### src/rtl/assert_macros.svh
// assertion macros shared by the placer rtl
`ifndef ASSERT_MACROS_SVH
`define ASSERT_MACROS_SVH

// clocked property check, disabled while in reset
`define FFP_ASSERT(lbl, clk, rst_n, prop) \
	lbl: assert property (@(posedge clk) disable iff (!rst_n) prop) \
		else $error("ffp assertion failed");

// next-cycle implication built on the plain check
`define FFP_ASSERT_NEXT(lbl, clk, rst_n, ante, cons) \
	`FFP_ASSERT(lbl, clk, rst_n, (ante) |=> (cons))

`endif

### src/rtl/ffp_pkg.sv
// types and constants shared by the first-fit rectangle placer
package ffp_pkg;

	// grid geometry
	localparam int GRID_SIDE = 16;
	localparam int CRD_W     = $clog2(GRID_SIDE);
	localparam int AREA_W    = $clog2(GRID_SIDE * GRID_SIDE + 1);

	// request and result field widths
	localparam int ID_W      = 8;
	localparam int DIM_W     = 5;
	localparam int POS_W     = 4;
	localparam int AREA_O_W  = 9;
	localparam int COUNT_W   = 8;

	// request action codes
	localparam logic ACT_PLACE = 1'b0;
	localparam logic ACT_CLEAR = 1'b1;

	// controller states
	typedef enum logic [2:0] {
		S_IDLE,
		S_CLR,
		S_ACC,
		S_CHK,
		S_FILL,
		S_RESP
	} st_t;

	// controller to datapath commands
	typedef struct packed {
		logic load;
		logic clr;
		logic acc;
		logic chk;
		logic fill;
		logic resp_ld;
	} cmd_t;

	// datapath to controller status
	typedef struct packed {
		logic clr_req;
		logic bad;
		logic row_last;
		logic y_last;
		logic fit_any;
	} sts_t;

endpackage

### src/rtl/ffp_req_if.sv
// request channel of the placer
interface ffp_req_if import ffp_pkg::*; ();
	logic              valid;
	logic              ready;
	logic              action;
	logic [ID_W-1:0]   item_id;
	logic [DIM_W-1:0]  rect_width;
	logic [DIM_W-1:0]  rect_height;

	modport source (output valid, action, item_id, rect_width, rect_height, input ready);
	modport sink   (input valid, action, item_id, rect_width, rect_height, output ready);
endinterface

### src/rtl/ffp_rsp_if.sv
// result channel of the placer
interface ffp_rsp_if import ffp_pkg::*; ();
	logic                valid;
	logic                ready;
	logic                placed;
	logic [POS_W-1:0]    pos_x;
	logic [POS_W-1:0]    pos_y;
	logic [AREA_O_W-1:0] used_area;
	logic [COUNT_W-1:0]  placed_count;

	modport source (output valid, placed, pos_x, pos_y, used_area, placed_count, input ready);
	modport sink   (input valid, placed, pos_x, pos_y, used_area, placed_count, output ready);
endinterface

### src/rtl/ffp_ctrl.sv
// controller state machine of the placer
`include "assert_macros.svh"

module ffp_ctrl import ffp_pkg::*; (
	input  logic clk,
	input  logic arst_n,
	input  logic req_valid,
	output logic req_ready,
	output logic rsp_valid,
	input  logic rsp_ready,
	input  sts_t sts,
	output cmd_t cmd
);

	st_t  st_q, st_d;
	logic out_valid_q;
	logic out_free;
	logic accept;

	assign out_free  = !out_valid_q || rsp_ready;
	assign req_ready = (st_q == S_IDLE);
	assign accept    = req_valid && req_ready;
	assign rsp_valid = out_valid_q;

	// next state
	always_comb begin
		st_d = st_q;
		case (st_q)
			S_IDLE: begin
				if (accept) begin
					if (sts.clr_req) st_d = S_CLR;
					else if (sts.bad) st_d = S_RESP;
					else st_d = S_ACC;
				end
			end
			S_CLR:  st_d = S_RESP;
			S_ACC: begin
				if (sts.row_last) st_d = S_CHK;
			end
			S_CHK: begin
				if (sts.fit_any) st_d = S_FILL;
				else if (sts.y_last) st_d = S_RESP;
				else st_d = S_ACC;
			end
			S_FILL: begin
				if (sts.row_last) st_d = S_RESP;
			end
			S_RESP: begin
				if (out_free) st_d = S_IDLE;
			end
			default: st_d = S_IDLE;
		endcase
	end

	// commands to the datapath
	always_comb begin
		cmd         = '0;
		cmd.load    = accept;
		cmd.clr     = (st_q == S_CLR);
		cmd.acc     = (st_q == S_ACC);
		cmd.chk     = (st_q == S_CHK);
		cmd.fill    = (st_q == S_FILL);
		cmd.resp_ld = (st_q == S_RESP) && out_free;
	end

	// state and result valid registers
	always_ff @(posedge clk or negedge arst_n) begin
		if (!arst_n) begin
			st_q        <= S_IDLE;
			out_valid_q <= 1'b0;
		end else begin
			st_q <= st_d;
			if (cmd.resp_ld) out_valid_q <= 1'b1;
			else if (rsp_ready) out_valid_q <= 1'b0;
		end
	end

	`FFP_ASSERT_NEXT(a_accept_busy, clk, arst_n, accept, st_q != S_IDLE)
	`FFP_ASSERT_NEXT(a_resp_done, clk, arst_n, (st_q == S_RESP) && out_free,
		(st_q == S_IDLE) && out_valid_q)
	`FFP_ASSERT_NEXT(a_resp_wait, clk, arst_n, (st_q == S_RESP) && out_valid_q && !rsp_ready,
		st_q == S_RESP)

endmodule

### src/rtl/ffp_dpath.sv
// occupancy rows, anchor check, fill and counters of the placer
`include "assert_macros.svh"

module ffp_dpath import ffp_pkg::*; (
	input  logic                clk,
	input  logic                arst_n,
	input  cmd_t                cmd,
	output sts_t                sts,
	input  logic                action,
	input  logic [ID_W-1:0]     item_id,
	input  logic [DIM_W-1:0]    rect_width,
	input  logic [DIM_W-1:0]    rect_height,
	output logic                placed,
	output logic [POS_W-1:0]    pos_x,
	output logic [POS_W-1:0]    pos_y,
	output logic [AREA_O_W-1:0] used_area,
	output logic [COUNT_W-1:0]  placed_count
);

	logic [GRID_SIDE-1:0] row_q [GRID_SIDE];
	logic [GRID_SIDE-1:0] acc_q;
	logic [DIM_W-1:0]     w_q, h_q;
	logic [CRD_W-1:0]     y_q, r_q, px_q;
	logic                 placed_q;
	logic [AREA_W-1:0]    area_q;
	logic [COUNT_W-1:0]   count_q;

	logic [CRD_W-1:0]     row_idx;
	logic [GRID_SIDE-1:0] row_rd;
	logic [GRID_SIDE:0]   wm_full;
	logic [GRID_SIDE-1:0] wmask;
	logic [GRID_SIDE-1:0] fill_mask;
	logic [GRID_SIDE-1:0] fit;
	logic [CRD_W-1:0]     first_x;
	logic [2*DIM_W-1:0]   rect_area;

	// row address and read
	assign row_idx = y_q + r_q;
	assign row_rd  = row_q[row_idx];

	// run of ones as wide as the rectangle
	assign wm_full   = (GRID_SIDE+1)'(1) << w_q;
	assign wmask     = GRID_SIDE'(wm_full - (GRID_SIDE+1)'(1));
	assign fill_mask = wmask << px_q;
	assign rect_area = w_q * h_q;

	// one lane per column anchor against the merged rows
	always_comb begin
		for (int x = 0; x < GRID_SIDE; x++) begin
			fit[x] = (int'(w_q) + x <= GRID_SIDE) && (((acc_q >> x) & wmask) == '0);
		end
	end

	// leftmost fitting column
	always_comb begin
		first_x = '0;
		for (int x = GRID_SIDE - 1; x >= 0; x--) begin
			if (fit[x]) first_x = CRD_W'(x);
		end
	end

	// status for the controller
	always_comb begin
		sts          = '0;
		sts.clr_req  = (action == ACT_CLEAR);
		sts.bad      = (item_id == '0) || (rect_width == '0) || (rect_height == '0)
			|| (int'(rect_width) > GRID_SIDE) || (int'(rect_height) > GRID_SIDE);
		sts.row_last = (r_q == CRD_W'(h_q - DIM_W'(1)));
		sts.y_last   = (y_q == CRD_W'(GRID_SIDE - int'(h_q)));
		sts.fit_any  = |fit;
	end

	// grid and counters
	always_ff @(posedge clk or negedge arst_n) begin
		if (!arst_n) begin
			for (int i = 0; i < GRID_SIDE; i++) row_q[i] <= '0;
			area_q  <= '0;
			count_q <= '0;
		end else begin
			if (cmd.clr) begin
				for (int i = 0; i < GRID_SIDE; i++) row_q[i] <= '0;
				area_q  <= '0;
				count_q <= '0;
			end else if (cmd.fill) begin
				row_q[row_idx] <= row_rd | fill_mask;
				if (sts.row_last) begin
					area_q <= area_q + AREA_W'(rect_area);
					if (count_q != '1) count_q <= count_q + COUNT_W'(1);
				end
			end
		end
	end

	// scan registers
	always_ff @(posedge clk or negedge arst_n) begin
		if (!arst_n) begin
			placed_q <= 1'b0;
		end else begin
			if (cmd.load) placed_q <= 1'b0;
			else if (cmd.fill && sts.row_last) placed_q <= 1'b1;
		end
	end

	always_ff @(posedge clk) begin
		if (cmd.load) begin
			w_q   <= rect_width;
			h_q   <= rect_height;
			y_q   <= '0;
			r_q   <= '0;
			px_q  <= '0;
			acc_q <= '0;
		end else if (cmd.acc || cmd.fill) begin
			if (cmd.acc) acc_q <= acc_q | row_rd;
			r_q <= sts.row_last ? '0 : r_q + CRD_W'(1);
		end else if (cmd.chk) begin
			if (sts.fit_any) begin
				px_q <= first_x;
			end else begin
				y_q   <= y_q + CRD_W'(1);
				acc_q <= '0;
			end
		end
	end

	// result register
	always_ff @(posedge clk) begin
		if (cmd.resp_ld) begin
			placed       <= placed_q;
			pos_x        <= placed_q ? POS_W'(px_q) : '0;
			pos_y        <= placed_q ? POS_W'(y_q) : '0;
			used_area    <= AREA_O_W'(area_q);
			placed_count <= count_q;
		end
	end

	`FFP_ASSERT(a_fill_empty, clk, arst_n, cmd.fill |-> ((row_rd & fill_mask) == '0))
	`FFP_ASSERT(a_area_bound, clk, arst_n, area_q <= AREA_W'(GRID_SIDE * GRID_SIDE))

endmodule

### src/rtl/first_fit_grid_rect_placer_unit.sv
// top level of the first-fit rectangle placer on a square occupancy grid
// clear: clear state, then result state; zero id or bad size: straight to result state
// place of height h: up to GRID_SIDE-h+1 anchor rows, each merging its h rows, one row
// read per cycle, then checked; the fill state writes the h rows when placed, then the result
// one request in flight; the next is taken the cycle after a result loads, even if it waits
// reset empties the grid and zeroes both counters at once
module first_fit_grid_rect_placer_unit import ffp_pkg::*; (
	input  logic             clk,
	input  logic             arst_n,
	ffp_req_if.sink          req,
	ffp_rsp_if.source        rsp
);

	cmd_t cmd;
	sts_t sts;

	// sequencer
	ffp_ctrl u_ctrl (
		.clk       (clk),
		.arst_n    (arst_n),
		.req_valid (req.valid),
		.req_ready (req.ready),
		.rsp_valid (rsp.valid),
		.rsp_ready (rsp.ready),
		.sts       (sts),
		.cmd       (cmd)
	);

	// grid and result datapath
	ffp_dpath u_dpath (
		.clk          (clk),
		.arst_n       (arst_n),
		.cmd          (cmd),
		.sts          (sts),
		.action       (req.action),
		.item_id      (req.item_id),
		.rect_width   (req.rect_width),
		.rect_height  (req.rect_height),
		.placed       (rsp.placed),
		.pos_x        (rsp.pos_x),
		.pos_y        (rsp.pos_y),
		.used_area    (rsp.used_area),
		.placed_count (rsp.placed_count)
	);

endmodule

### src/flat_wrapper.sv
// flat-port wrapper written by rule: the top's interface ports become plain ports
module first_fit_grid_rect_placer_unit_flat import ffp_pkg::*;
  (clk, arst_n, req_valid, req_action, req_item_id, req_rect_width, req_rect_height, req_ready, rsp_valid, rsp_placed, rsp_pos_x, rsp_pos_y, rsp_used_area, rsp_placed_count, rsp_ready);
  ffp_req_if req_i ();
  ffp_rsp_if rsp_i ();
  input  logic clk;
  input  logic arst_n;
  input wire logic [$bits(req_i.valid)-1:0] req_valid;
  input wire logic [$bits(req_i.action)-1:0] req_action;
  input wire logic [$bits(req_i.item_id)-1:0] req_item_id;
  input wire logic [$bits(req_i.rect_width)-1:0] req_rect_width;
  input wire logic [$bits(req_i.rect_height)-1:0] req_rect_height;
  output wire logic [$bits(req_i.ready)-1:0] req_ready;
  output wire logic [$bits(rsp_i.valid)-1:0] rsp_valid;
  output wire logic [$bits(rsp_i.placed)-1:0] rsp_placed;
  output wire logic [$bits(rsp_i.pos_x)-1:0] rsp_pos_x;
  output wire logic [$bits(rsp_i.pos_y)-1:0] rsp_pos_y;
  output wire logic [$bits(rsp_i.used_area)-1:0] rsp_used_area;
  output wire logic [$bits(rsp_i.placed_count)-1:0] rsp_placed_count;
  input wire logic [$bits(rsp_i.ready)-1:0] rsp_ready;
  assign req_i.valid = req_valid;
  assign req_i.action = req_action;
  assign req_i.item_id = req_item_id;
  assign req_i.rect_width = req_rect_width;
  assign req_i.rect_height = req_rect_height;
  assign req_ready = req_i.ready;
  assign rsp_valid = rsp_i.valid;
  assign rsp_placed = rsp_i.placed;
  assign rsp_pos_x = rsp_i.pos_x;
  assign rsp_pos_y = rsp_i.pos_y;
  assign rsp_used_area = rsp_i.used_area;
  assign rsp_placed_count = rsp_i.placed_count;
  assign rsp_i.ready = rsp_ready;
  first_fit_grid_rect_placer_unit u_core (.clk(clk), .arst_n(arst_n), .req(req_i), .rsp(rsp_i));
endmodule
### config.mk
export PLATFORM = sky130hd
export DESIGN_NAME = first_fit_grid_rect_placer_unit_flat
export DESIGN_NICKNAME = d
export VERILOG_FILES = /design/src/rtl/ffp_pkg.sv /design/src/rtl/ffp_req_if.sv /design/src/rtl/ffp_rsp_if.sv /design/src/rtl/ffp_ctrl.sv /design/src/rtl/ffp_dpath.sv /design/src/rtl/first_fit_grid_rect_placer_unit.sv /design/src/flat_wrapper.sv
export VERILOG_INCLUDE_DIRS = /design/src /design/src/rtl
export SDC_FILE = /design/constraint.sdc
export NUM_CORES = 1
export LEC_CHECK = 0
export BUFFER_PORTS_ARGS = -buffer_cell sky130_fd_sc_hd__buf_2
export CORE_ASPECT_RATIO = 1.4
export CORE_MARGIN = 2
export CORE_UTILIZATION = 45
export CTS_CLUSTER_DIAMETER = 80
export CTS_CLUSTER_SIZE = 24
export DETAILED_ROUTE_END_ITERATION = 8
export PLACE_DENSITY = 0.6
export SYNTH_ARGS = -nofsm -noshare
export SYNTH_HDL_FRONTEND = slang
export SYNTH_SLANG_ARGS = --single-unit
### constraint.sdc
create_clock -name clk -period 7.6 [get_ports clk]
set_input_delay 1.14 -clock clk [delete_from_list [all_inputs] [get_ports clk]]
set_output_delay 1.14 -clock clk [all_outputs]
set_load 0.03 [all_outputs]
Yosys cells after proc, flatten, opt, wreduce, memory -nomap -nowiden
Cells that the tools add are included.
W data, S select, Z words.
{ "totals": {"regBits": 342, "latchBits": 0, "mem_bits_rw": 0, "mem_bits_ro": 0, "in_bits": 23, "output_inout_bits": 28, "word_cells": 222, "mem_count": 0} }
{ "classes": {"add_sub_neg": 23, "n_mul": 1, "div": 0, "magnitude_cmp": 20, "n_eq_ne": 14, "n_shift": 2, "mux": 49, "bitwise": 21, "n_reduce_logical": 60} }
{ "ops": {"columns": ["op", "n"], "rows": [
  ["$mux W256", 2],
  ["$bwmux W256", 1],
  ["$logic_not A16 Y1", 16],
  ["$mux W16", 7],
  ["$le A6 B5 Y1 const B", 15],
  ["$mux W4", 17],
  ["$bmux W16 S4", 1],
  ["$demux W16 S4", 1],
  ["$add A5 B4 Y6 const B", 8],
  ["$mux W8", 4],
  ["$or A16 B16 Y16", 2],
  ["$mux W9", 3],
  ["$add A5 B3 Y6 const B", 4],
  ["$mux W3", 8],
  ["$logic_and A1 B1 Y1", 20],
  ["$pmux W3 S6", 1],
  ["$and A1 B16 Y16", 1],
  ["$and A10 B16 Y16", 1],
  ["$and A11 B16 Y16", 1],
  ["$and A12 B16 Y16", 1],
  ["$and A13 B16 Y16", 1],
  ["$and A14 B16 Y16", 1],
  ["$and A15 B16 Y16", 1],
  ["$and A16 B16 Y16", 1],
  ["other kinds (44)", 72]
]} }

Longest topological paths before layout
{ "logic_depth": {"depth_word": 21, "depth_mapped": 19, "ltp_nobuf": 15} }

Modules after synthesis
A second synthesis with hierarchy kept.
{ "hier_totals": {"hier_cells": 1728, "hier_area_um2": 18245.0} }
{ "modules_own_cells": {"columns": ["module", "n_inst", "cells_each", "area_per_inst_um2", "seq_area_each_um2"], "rows": [
  ["ffp_dpath", 1, 1689, 17917.2, 8498.2],
  ["ffp_ctrl", 1, 39, 327.8, 100.1]
]} }

Worst setup path before layout
Ideal clock, no wire load.
{ "synth_path": {"kind": "reg2reg", "startpoint": "register u_core.u_dpath.w_q[2]", "endpoint": "register u_core.u_dpath.px_q[2]", "setup_time_ps": 156, "t_arrival_ps": 4238, "t_required_ps": 7444, "setup_slack_ps": 3206, "path_stages_with_launch": 17, "n_path_buf": 3, "synth_period_minus_slack_ps": 4394, "path_cell_list": "edfxtp_1 -> buf_6 -> or3_4 -> nor2_1 -> inv_1 -> buf_1 -> ha_1 -> clkbuf_1 -> clkinv_1 -> a221o_1 -> a221oi_1 -> nand3_1 -> o221ai_1 -> nor3b_1 -> or4b_2 -> a21oi_1 -> a211oi_1"} }
{ "synth_via": {"elab_chain_len": 21, "elab_cells_between_ends": 99, "classes_between": "16 x add/sub; 16 x order compare; 1 x shift; 16 x mux; 16 x bitwise; 34 x reduce/logical"} }
{ "synth_lines": {"columns": ["item", "line_no", "source"], "rows": [
  ["start: declaration", "ffp_dpath.sv:22", "logic [DIM_W-1:0] w_q, h_q;"],
  ["start signal: assignment", "ffp_dpath.sv:106", "w_q <= rect_width;"],
  ["$shl A1 B5 Y16", "ffp_dpath.sv:42", "assign wm_full = (GRID_SIDE+1)'(1) << w_q;"],
  ["$sub A16 B1 Y16", "ffp_dpath.sv:43", "assign wmask = GRID_SIDE'(wm_full - (GRID_SIDE+1)'(1));"],
  ["$and A1 B16 Y16", "ffp_dpath.sv:50", "fit[x] = (int'(w_q) + x <= GRID_SIDE) && (((acc_q >> x) & wmask) == '0);"],
  ["$logic_not A16 Y1", "ffp_dpath.sv:50", null],
  ["$logic_and A1 B1 Y1", "ffp_dpath.sv:50", null],
  ["$mux W4 (16 in series)", "ffp_dpath.sv:58", "if (fit[x]) first_x = CRD_W'(x);"],
  ["end signal: assignment", "ffp_dpath.sv:117", "px_q <= first_x;"],
  ["end: declaration", "ffp_dpath.sv:23", "logic [CRD_W-1:0] y_q, r_q, px_q;"]
]} }
Parallel ways exist; a longest one is shown, timed or not.
A chain may end at the register's enable or synchronous reset.

Final worst setup path
{ "layout_path": {"startpoint": "register u_core.u_dpath.w_q[0]", "endpoint": "register u_core.u_dpath.acc_q[15]"} }
{ "layout_via": {"elab_chain_len": 8, "elab_cells_between_ends": 84, "classes_between": "16 x add/sub; 16 x order compare; 1 x eq/ne; 1 x shift; 16 x bitwise; 34 x reduce/logical"} }
{ "layout_lines": {"columns": ["item", "line_no", "source"], "rows": [
  ["$shl A1 B5 Y16", "ffp_dpath.sv:42", null],
  ["$sub A16 B1 Y16", "ffp_dpath.sv:43", null],
  ["$and A16 B16 Y16, or another cell as far along", "ffp_dpath.sv:50", null],
  ["$logic_not A16 Y1", "ffp_dpath.sv:50", null],
  ["$logic_and A1 B1 Y1", "ffp_dpath.sv:50", null],
  ["$reduce_or A16 Y1 (*)", "ffp_dpath.sv:70", "sts.fit_any = |fit;"],
  ["$ne A2 B2 Y1 (no source line) (*)", null, null],
  ["$reduce_and A3 Y1 (no source line) (*)", null, null],
  ["end signal: assignment", "ffp_dpath.sv:113", "if (cmd.acc) acc_q <= acc_q | row_rd;"],
  ["end: declaration", "ffp_dpath.sv:21", "logic [GRID_SIDE-1:0] acc_q;"]
]} }
Every way passes the cells marked *; elsewhere a longest branch is shown, timed or not.

==> results.json <==
{
  "ant_nets": 0,
  "netlist.area_leader.share_pct": 37.0,
  "std_cell_rows": 88,
  "area_growth_pct": 5.97,
  "crit_path_max_fanout": 24,
  "fp.dieH_um": 246,
  "synth_area_leader_cell": "dfrtp_1",
  "boundaryPins": 51,
  "post_drt_wl_per_cell_um": 22.3,
  "grt_max_degree": 257,
  "core_um2": 41200,
  "fin_ws_ps": 2230,
  "finalNetCount": 1949,
  "worst_slew_pin_slew_ps": 1250,
  "reg2reg_to": "u_core.u_dpath.acc_q[15]$_SDFFE_PP0P_",
  "fin_crit_ps": 5370,
  "grt_pass1_vias": 14780,
  "antennaDiodeCount": 0,
  "antenna_found_initial": 0,
  "critPathLaunchType": "register",
  "vdd_drop_max_v": 0.000259,
  "pwr-share-clk_pct": 16.6,
  "r2r-start": "u_core.u_dpath.w_q[0]$_DFFE_PP_",
  "drive_above_1_share_pct": 11.5,
  "crit_arrival_ps": 5850,
  "final-setup-viol-count": 0,
  "clockBufferDepth": 3,
  "synthCells": 1950,
  "grt_overflow": 0,
  "path_class": "reg -> reg",
  "syn-cell-area_um2": 18800,
  "p_int_w": 0.00380,
  "power.density_nw_per_um2": 338,
  "hold_viol": 0,
  "setup_tns_ps": 0,
  "vias": 15206,
  "yosysWarnings": 0,
  "routabilityCongestion": 0.926,
  "synth.net_count": 2016,
  "hold_class": "reg -> reg",
  "ctsResizeCount": 0,
  "pre_cts_slack_ps": 2430,
  "ys.flop_type": "dfrtp_1",
  "htreeDepth": 1,
  "power.share.sequential_pct": 36.9,
  "synth_most_common_cell": "nand3_1",
  "clock_skew_ps": 32.6,
  "cts_hold_buf": 0,
  "grt_usage_pct": 25.1,
  "ys_ff_latch": 342,
  "drtIter0Drc": 1601,
  "cp.required_ps": 8070,
  "worstSetupEndpointType": "register",
  "post_cts_buffers": 0,
  "final-seq-area_um2": 8600,
  "pwr-share-comb_pct": 46.5,
  "startpoint": "u_core.u_dpath.w_q[0]$_DFFE_PP_",
  "numCtsBuffers": 19,
  "outcome": "completed",
  "cap_violations": 0,
  "avgSynthCellArea_um2": 9.65,
  "fmax_ghz": 0.186,
  "place_hpwl_um": 35700,
  "clock_latency_ps": 550,
  "ff2ff_path_depth": 13,
  "relSlewSlack_pct": 16.2,
  "maxSlewViolCount": 0,
  "portBuffers": 50,
  "synth_edf_count": 36,
  "synthArstFlopShare_pct": 81.3,
  "switching_power_w": 0.00295,
  "cts_sinks": 342,
  "cts_tree": "done",
  "rsz0062_at_grt": "false",
  "path_clk_slew_ps": 100,
  "seq_area_frac_synth_pct": 45.7,
  "drt_pass1_iterations": 8,
  "initial_core_util_pct": 45.7,
  "switching_share_pct": 43.7,
  "finalCritPeriodShare_pct": 70.7,
  "grt_pass1_wl_um": 85600,
  "root_buffer": "clkbuf_16",
  "n_fill_cell": 3951,
  "drc_errors": 0,
  "via_per_inst": 6.25,
  "die-area_um2": 43500,
  "die_w_um": 177,
  "wl_um": 54300,
  "endpoint": "u_core.u_dpath.acc_q[15]$_SDFFE_PP0P_",
  "synthTopCellsByArea": "dfrtp_1 (37%), mux4_2 (8.7%), nand3_1 (7.4%), edfxtp_1 (5.7%), o21ai_0 (5.6%)",
  "ff2ff_setup_slack_ps": 2230,
  "synthDistinctLibCells": 84,
  "multi_input_area_um2": 9460,
  "yosys-top-cells-count": "nand3_1 (280), dfrtp_1 (278), nand2_1 (273)",
  "p_leak_nw": 8.64
}
-- metal layers --
| layer | vias to the layer above | GRT usage, % | part of all wire [%] |
|---|---|---|---|
| met5 | - | 0 | 0 |
| li1 | 6889 | - | - |
| met4 | 0 | 10.4 | 4.2 |
| met2 | 578 | 42.8 | 50 |
| met3 | 134 | 3.00 | 5.4 |
| met1 | 7605 | 32.3 | 40 |
-- cell type report --
| type | instances | share of cell area, % |
|---|---|---|
| Clock buffer | 26 | 2.52 |
| Clock inverter | 4 | 0.333 |
| Inverter | 40 | 0.753 |
| Multi-Input combinational cell | 1402 | 47.4 |
| Sequential cell | 342 | 43.1 |
| Tap cell | 540 | 3.39 |
| Timing Repair Buffer | 78 | 2.42 |
-- worst min path at each step --
| stage | from | end | slack [ps] | depth (start not counted) |
|---|---|---|---|---|
| final | u_core.u_dpath.area_q[0]$_DFFE_PN0P_ | u_core.u_dpath.used_area[0]$_DFFE_PP_ | 490 | 0 |
| after global placement | u_core.u_dpath.row_q[41]$_DFFE_PN0P_ | u_core.u_dpath.row_q[41]$_DFFE_PN0P_ | 470 | 2 |
| after detailed placement | u_core.u_dpath.area_q[0]$_DFFE_PN0P_ | u_core.u_dpath.used_area[0]$_DFFE_PP_ | 470 | 0 |
| after floorplan | u_core.u_dpath.area_q[4]$_DFFE_PN0P_ | u_core.u_dpath.used_area[4]$_DFFE_PP_ | 450 | 0 |
| after global routing | u_core.u_dpath.area_q[0]$_DFFE_PN0P_ | u_core.u_dpath.used_area[0]$_DFFE_PP_ | 510 | 0 |
| after CTS | u_core.u_dpath.area_q[0]$_DFFE_PN0P_ | u_core.u_dpath.used_area[0]$_DFFE_PP_ | 500 | 0 |
-- layout by cell type (no fill, tap or decap), drive strengths merged, types with 7 or more instances in the layout --
cell type	n
nand3	280
dfrtp	278
nand2	273
o21ai	216
nor2	88
buf	78
mux4	73
a21oi	53
inv	40
and2	38
edfxtp	36
dfxtp	28
a211oi	28
ha	26
clkbuf	26
a22o	20
mux2i	20
xnor2	20
a31oi	19
fa	17
nor3	17
a22oi	14
nand2b	13
a21o	13
xor2	12
a221o	11
nor2b	11
nand4	10
a221oi	10
or3	10
or2	9
and3	7
nor4	7
-- through the flow --
step	utilization (%)	instance area, um2	instances	hold slack [ps]	total power [W]
floorplan	-	18800	1950	447	0.00471
global placement	47.0	19400	2402	475	0.00559
detailed placement	47.0	19400	2402	472	0.00564
CTS	48.4	19900	2432	496	0.00677
global route	48.4	19900	2432	507	0.00718
finish	48.4	19900	2432	490	0.00674
-- flip-flops by register name, summed over array words and instances (netlist names), 3 cells and up --
| name | count |
|---|---|
| u_core.u_dpath.row_q | 256 |
| u_core.u_dpath.acc_q | 16 |
| u_core.u_dpath.area_q | 9 |
| u_core.u_dpath.used_area | 9 |
| u_core.u_dpath.count_q | 8 |
| u_core.u_dpath.placed_count | 8 |
| u_core.u_dpath.h_q | 5 |
| u_core.u_dpath.w_q | 5 |
| u_core.u_dpath.pos_x | 4 |
| u_core.u_dpath.pos_y | 4 |
| u_core.u_dpath.px_q | 4 |
| u_core.u_dpath.r_q | 4 |
| u_core.u_dpath.y_q | 4 |
| u_core.u_ctrl.st_q | 3 |
-- worst max-delay path, cell delays in order, from the launching register on --
cell and delay [ps]:
edfxtp_1 860, or2_2 270, nor2_1 90, inv_1 430, ha_1 500, inv_1 200
a211oi_4 400, xnor2_2 330, and2_1 260, a2111oi_1 780, or4b_1 270, nor4b_2 80
a21oi_2 580, a22o_1 240
-- power groups by stage --
stage | clock [W] | combinational (W) | sequential (W)
finish | 0.00112 | 0.00314 | 0.00249
global route | 0.00122 | 0.00343 | 0.00253
floorplan | 0 | 0.00224 | 0.00247
detailed placement | 0 | 0.00312 | 0.00252
CTS | 0.00115 | 0.00314 | 0.00248
global placement | 0 | 0.00308 | 0.00250
-- cells by family after synthesis --
| group | after synthesis | synth area share (%) |
|---|---|---|
| compound gates | 435 | 14.4 |
| simple gates | 793 | 20.2 |
| xor+xnor | 33 | 1.65 |
| mux | 97 | 10.1 |
| fa+ha+maj | 44 | 3.59 |
| flops | 342 | 45.7 |
| buf+inv | 206 | 4.36 |
(Power assumes the default switching activity.)
